### src/design/gtr_pkg.sv
// ============================================================================
// gtr_pkg
// Shared types and constants for the glyph text renderer: register indexes,
// item codes, cursor constants, the configuration bundle and the sequencer
// state encoding.
// ============================================================================
package gtr_pkg;

    // Configuration port geometry: five registers on 8-byte boundaries.
    localparam int CFG_ADDR_W = 6;
    localparam int CFG_DATA_W = 64;

    // Register indexes (paddr[5:3]).
    localparam logic [2:0] REG_FRAME_BASE   = 3'd0;
    localparam logic [2:0] REG_LINE_STRIDE  = 3'd1;
    localparam logic [2:0] REG_SCREEN_WIDTH = 3'd2;
    localparam logic [2:0] REG_GLYPH_ROWS   = 3'd3;
    localparam logic [2:0] REG_DRAW_COLOUR  = 3'd4;

    // Item modes.
    localparam logic MODE_LOAD  = 1'b0;
    localparam logic MODE_PRINT = 1'b1;

    // Character and cursor constants.
    localparam logic [7:0]  NEWLINE_CODE = 8'd10;
    localparam logic [13:0] CELL_WIDTH   = 14'd8;
    localparam logic [16:0] LINE_ADVANCE = 17'd18;
    localparam logic [16:0] Y_LIMIT      = 17'd65535;

    // Pixel offset from the frame base, in pixels.
    localparam int PIX_W = 32;

    typedef struct packed {
        logic [63:0] frame_base;
        logic [13:0] line_stride;
        logic [13:0] screen_width;
        logic [5:0]  glyph_rows;
        logic [31:0] draw_colour;
    } gtr_cfg_t;

    typedef enum logic [2:0] {
        ST_IDLE = 3'b001,
        ST_PREP = 3'b010,
        ST_EMIT = 3'b100
    } gtr_state_t;

endpackage

### src/design/gtr_cfg.sv
// ============================================================================
// gtr_cfg
// APB configuration register file for the glyph text renderer. Writes land
// on the access cycle; reads return the stored register value.
// ============================================================================
module gtr_cfg (
    input  logic                           clk,
    input  logic                           rst_n,
    input  logic                           psel,
    input  logic                           penable,
    input  logic                           pwrite,
    input  logic [gtr_pkg::CFG_ADDR_W-1:0] paddr,
    input  logic [gtr_pkg::CFG_DATA_W-1:0] pwdata,
    output logic [gtr_pkg::CFG_DATA_W-1:0] prdata,
    output logic                           pready,
    output gtr_pkg::gtr_cfg_t              cfg
);

    gtr_pkg::gtr_cfg_t cfg_reg;
    logic [2:0]        index;
    logic              wr_en;

    assign pready = 1'b1;
    assign index  = paddr[gtr_pkg::CFG_ADDR_W-1:3];
    assign wr_en  = psel && penable && pwrite && pready;
    assign cfg    = cfg_reg;

    always_ff @(posedge clk or negedge rst_n)
    begin
        if (!rst_n)
        begin
            cfg_reg.frame_base   <= 64'd0;
            cfg_reg.line_stride  <= 14'd640;
            cfg_reg.screen_width <= 14'd640;
            cfg_reg.glyph_rows   <= 6'd16;
            cfg_reg.draw_colour  <= 32'hFFFF_FFFF;
        end
        else if (wr_en)
        begin
            case (index)
                gtr_pkg::REG_FRAME_BASE:   cfg_reg.frame_base   <= pwdata;
                gtr_pkg::REG_LINE_STRIDE:  cfg_reg.line_stride  <= pwdata[13:0];
                gtr_pkg::REG_SCREEN_WIDTH: cfg_reg.screen_width <= pwdata[13:0];
                gtr_pkg::REG_GLYPH_ROWS:   cfg_reg.glyph_rows   <= pwdata[5:0];
                gtr_pkg::REG_DRAW_COLOUR:  cfg_reg.draw_colour  <= pwdata[31:0];
                default:                   ;
            endcase
        end
    end

    always_comb
    begin
        case (index)
            gtr_pkg::REG_FRAME_BASE:   prdata = cfg_reg.frame_base;
            gtr_pkg::REG_LINE_STRIDE:  prdata = {50'd0, cfg_reg.line_stride};
            gtr_pkg::REG_SCREEN_WIDTH: prdata = {50'd0, cfg_reg.screen_width};
            gtr_pkg::REG_GLYPH_ROWS:   prdata = {58'd0, cfg_reg.glyph_rows};
            gtr_pkg::REG_DRAW_COLOUR:  prdata = {32'd0, cfg_reg.draw_colour};
            default:                   prdata = '0;
        endcase
    end

endmodule
### config.mk
export PLATFORM = sky130hd
export DESIGN_NAME = gtr_cfg
export DESIGN_NICKNAME = d
export VERILOG_FILES = /design/src/design/gtr_pkg.sv /design/src/design/gtr_cfg.sv
export SDC_FILE = /design/constraint.sdc
export NUM_CORES = 1
export LEC_CHECK = 0
export BUFFER_PORTS_ARGS = -buffer_cell sky130_fd_sc_hd__buf_2
export CORE_AREA = 2 2 114 116
export DETAILED_ROUTE_END_ITERATION = 6
export DIE_AREA = 0 0 116 118
export GPL_TIMING_DRIVEN = 0
export PLACE_DENSITY_LB_ADDON = 0.15
export SLEW_MARGIN = 15
export SYNTH_ARGS = -nofsm -noshare
export SYNTH_HDL_FRONTEND = slang
export SYNTH_SLANG_ARGS = --single-unit
### constraint.sdc
create_clock -name clk -period 3.1 [get_ports clk]
set_clock_uncertainty 0.1 [all_clocks]
set_input_delay 0.62 -clock clk [delete_from_list [all_inputs] [get_ports clk]]
set_output_delay 0.62 -clock clk [all_outputs]
set_load 0.05 [all_outputs]
==> impl_metrics.toml <==
[worst_setup_path]
cp-start-kind = "input port"
critPathTopFamily = "buffers and inverters"
crit_path_end_kind = "primary output"
critPathSlowestCell = "nor3_2"
startpoint = "paddr[4]"
cp_max_fo = 10
cpMostUsedCell = "buf_2"
crit_buf_inv = 4
crit_arrival_ns = 2.23
r2r_cells = 1
path_cells = "buf_2, buf_4, nor3_2, buf_1, a22o_1, buf_2"
required_ns = 2.38
cp_slowest_stage_delay_ns = 0.42
timing.rr.start = "cfg[35]"
r2r-end = "cfg[35]"
worstSetupPathType = "input port to primary output"
r2r_setup_slack_ns = 2.18

[sta]
min_period_ns = 2.95
maxSlewViolCount = 0
setup_viol = 0
layout_setup_ws_ns = 0.147
worstMarginPinSlew_ns = 0.550
rsz0062_at_grt = "false"
finalHoldViolCount = 0
period_share = 0.953
finalSetupTns_ns = 0
maxSlewHeadroom = 0.633
fmax_mhz = 339

[logic_synthesis]
syn_avg_cell_area_um2 = 14.8
netlist_top_cells_area = "dfrtp_1, dfstp_2, mux2_4"
syn-num-nets = 484
synth-seq-cells = 130
synth_top_cells_by_count = "dfrtp_1, mux2_2, mux2_4, dfstp_2, and2_1"
synth_area_mm2 = 0.00606
synthCells = 409
yosysTopAreaCellShare = 0.384
synth_ff_type = "dfrtp_1"
synth_cell_types = 30
yosys.area.top_type = "dfrtp_1"
yosys_warnings = 0
synth_edf_count = 0
yosysSeqAreaShare = 0.544
yosysMostFrequentCell = "dfrtp_1"
async_flop_share = 1.00

[floorplan]
pin_count = 270
die_w_um = 116
initial_core_util = 0.488
dieArea_mm2 = 0.0137
die_y_um = 118
rows = 41
core_area_mm2 = 0.0124

[clock_network]
clock_path_buffers = 2
clk_latency_ns = 0.41
clk_pin_slew_worst_paths_ns = 0.05
hold_buffers = 0
post_cts_buffers = 0
cts_tree = "done"
cts_max_level = 4
cts_buffers = 17
cts_root_buf = "clkbuf_16"
cts_sinks = 130

[pwr]
p_comb_frac = 0.372
power_frac_clock = 0.274
power_density_mw_per_mm2 = 816
seqPwrFrac = 0.354
p_total_mw = 6.69
power_leakage_nw = 4.41
p_sw_frac = 0.409
power.internal_mw = 3.95
ir_drop_uv = 436
p_sw_mw = 2.74

[hold_path]
hold_class = "input port to async pin"

[grt]
grt_usage = 0.242
overflow = 0
grt_max_degree = 78
antenna_found_initial = 2
grt_pass1_vias = 4557
grt_first_pass_wirelength_um = 25000

[finish]
fin_nets = 769
drive_above_1_share = 0.694
fillCellCount = 971
multi_input_area_mm2 = 0.00255
area_growth_pct = 35.3
largest_reg_flops = 130
stdcell_count = 880
seqCellArea_mm2 = 0.00330
stdcell_area_mm2 = 0.00820

[routing]
drt_wl_total_um = 16400
vias = 4533
avgViaCountPerCell = 5.15
drt_iter0_markers = 247
routedWlPerCell_um = 18.6
first_pass_iters = 5
ant_nets = 0
drc = 0

[placement]
place_congestion = 0.828
place.detailed.hpwl_um = 12000
dp_slack_ns = -0.121
place_area_mm2 = 0.00763
portBuffers = 265
place_inst = 847

[run_status]
status = "finished clean"

[flow_run]
maxCapViolCount = 0
## how the worst max path moves through the flow
stage                       to  slack [ns]  cells past startpoint
floorplan           prdata[11]        0.08                      4
global placement       cfg[95]       -0.33                      1
detailed placement   prdata[0]       -0.12                      7
CTS                  prdata[7]        0.03                      7
global route        prdata[30]        0.02                      6
finish              prdata[23]        0.15                      6
## layout by cell type, fill, tap and decap left out
master     count
buf_2        272
dfrtp_1       93
mux2_2        67
mux2_4        60
dfstp_2       37
and2_1        32
a22o_1        18
clkbuf_16     17
clkbuf_1      10
buf_6         10
mux2_1         9
a222oi_1       8
nand3_1        8
a22oi_1        6
nor3b_1        6
a21oi_1        6
o22ai_1        6
buf_4          5
clkinv_2       5
o21ai_1        4
o21ai_0        4
nor3_2         3
clkbuf_2       3
clkbuf_8       3
diode_2        2
nor2b_2        2
or3_1          2
buf_1          1
nor3b_4        1
nor2_2         1
nand4b_4       1
inv_1          1
inv_2          1
and4_1         1
conb_1         1
bufinv_16      1
buf_16         1
## power groups by stage
stage	Sequential [mW]	Clock [mW]	Combinational (mW)
after floorplan	3.54	0	0.710
after global placement	2.37	0	2.47
after detailed placement	2.39	0	2.50
after CTS	2.37	1.87	2.50
after global routing	2.41	1.95	2.59
final	2.37	1.83	2.49
## layout make-up
type | count | share of cell area
tap | 172 | 0.0263
timing repair buffer | 266 | 0.166
clock inverter | 6 | 0.00672
sequential | 130 | 0.402
antenna | 2 | 0.000611
multi-input combinational | 246 | 0.312
clock buffer | 25 | 0.0592
inverter | 2 | 0.000916
buffer | 31 | 0.0264
## through the flow
stage	util	hold slack (ns)
3_5_place_dp	0.615	0.404
2_1_floorplan	-	0.224
6_report	0.660	0.0550
5_1_grt	0.660	0.0817
3_3_place_gp	0.612	0.393
4_1_cts	0.659	0.0557
## metal layers
metal  track usage  part of all wire  routed length, um  vias to the layer above
li1              -                 -                  -                     2066
met1         0.293              0.41               6730                     2247
met2         0.395              0.50               8140                      193
met3        0.0747             0.072               1190                       27
met4         0.103             0.020                331                        0
met5             0                 0                  0                        -
## what timing repair did
item,CTS,global route
setup endpoints to repair,30,13
gates resized for setup,4,6
cloned,0,0
endpoints found under the hold margin,0,0
## cells by family after synthesis
group / count (synthesis) / synth area share
buffers and inverters: 33 / 0.0361
DFF: 130 / 0.544
other: 1 / 0.000619
and+or+nand+nor: 57 / 0.0644
AOI/OAI and AO/OA: 52 / 0.0644
muxes: 136 / 0.290
Power figures use the tool's default switching activity.
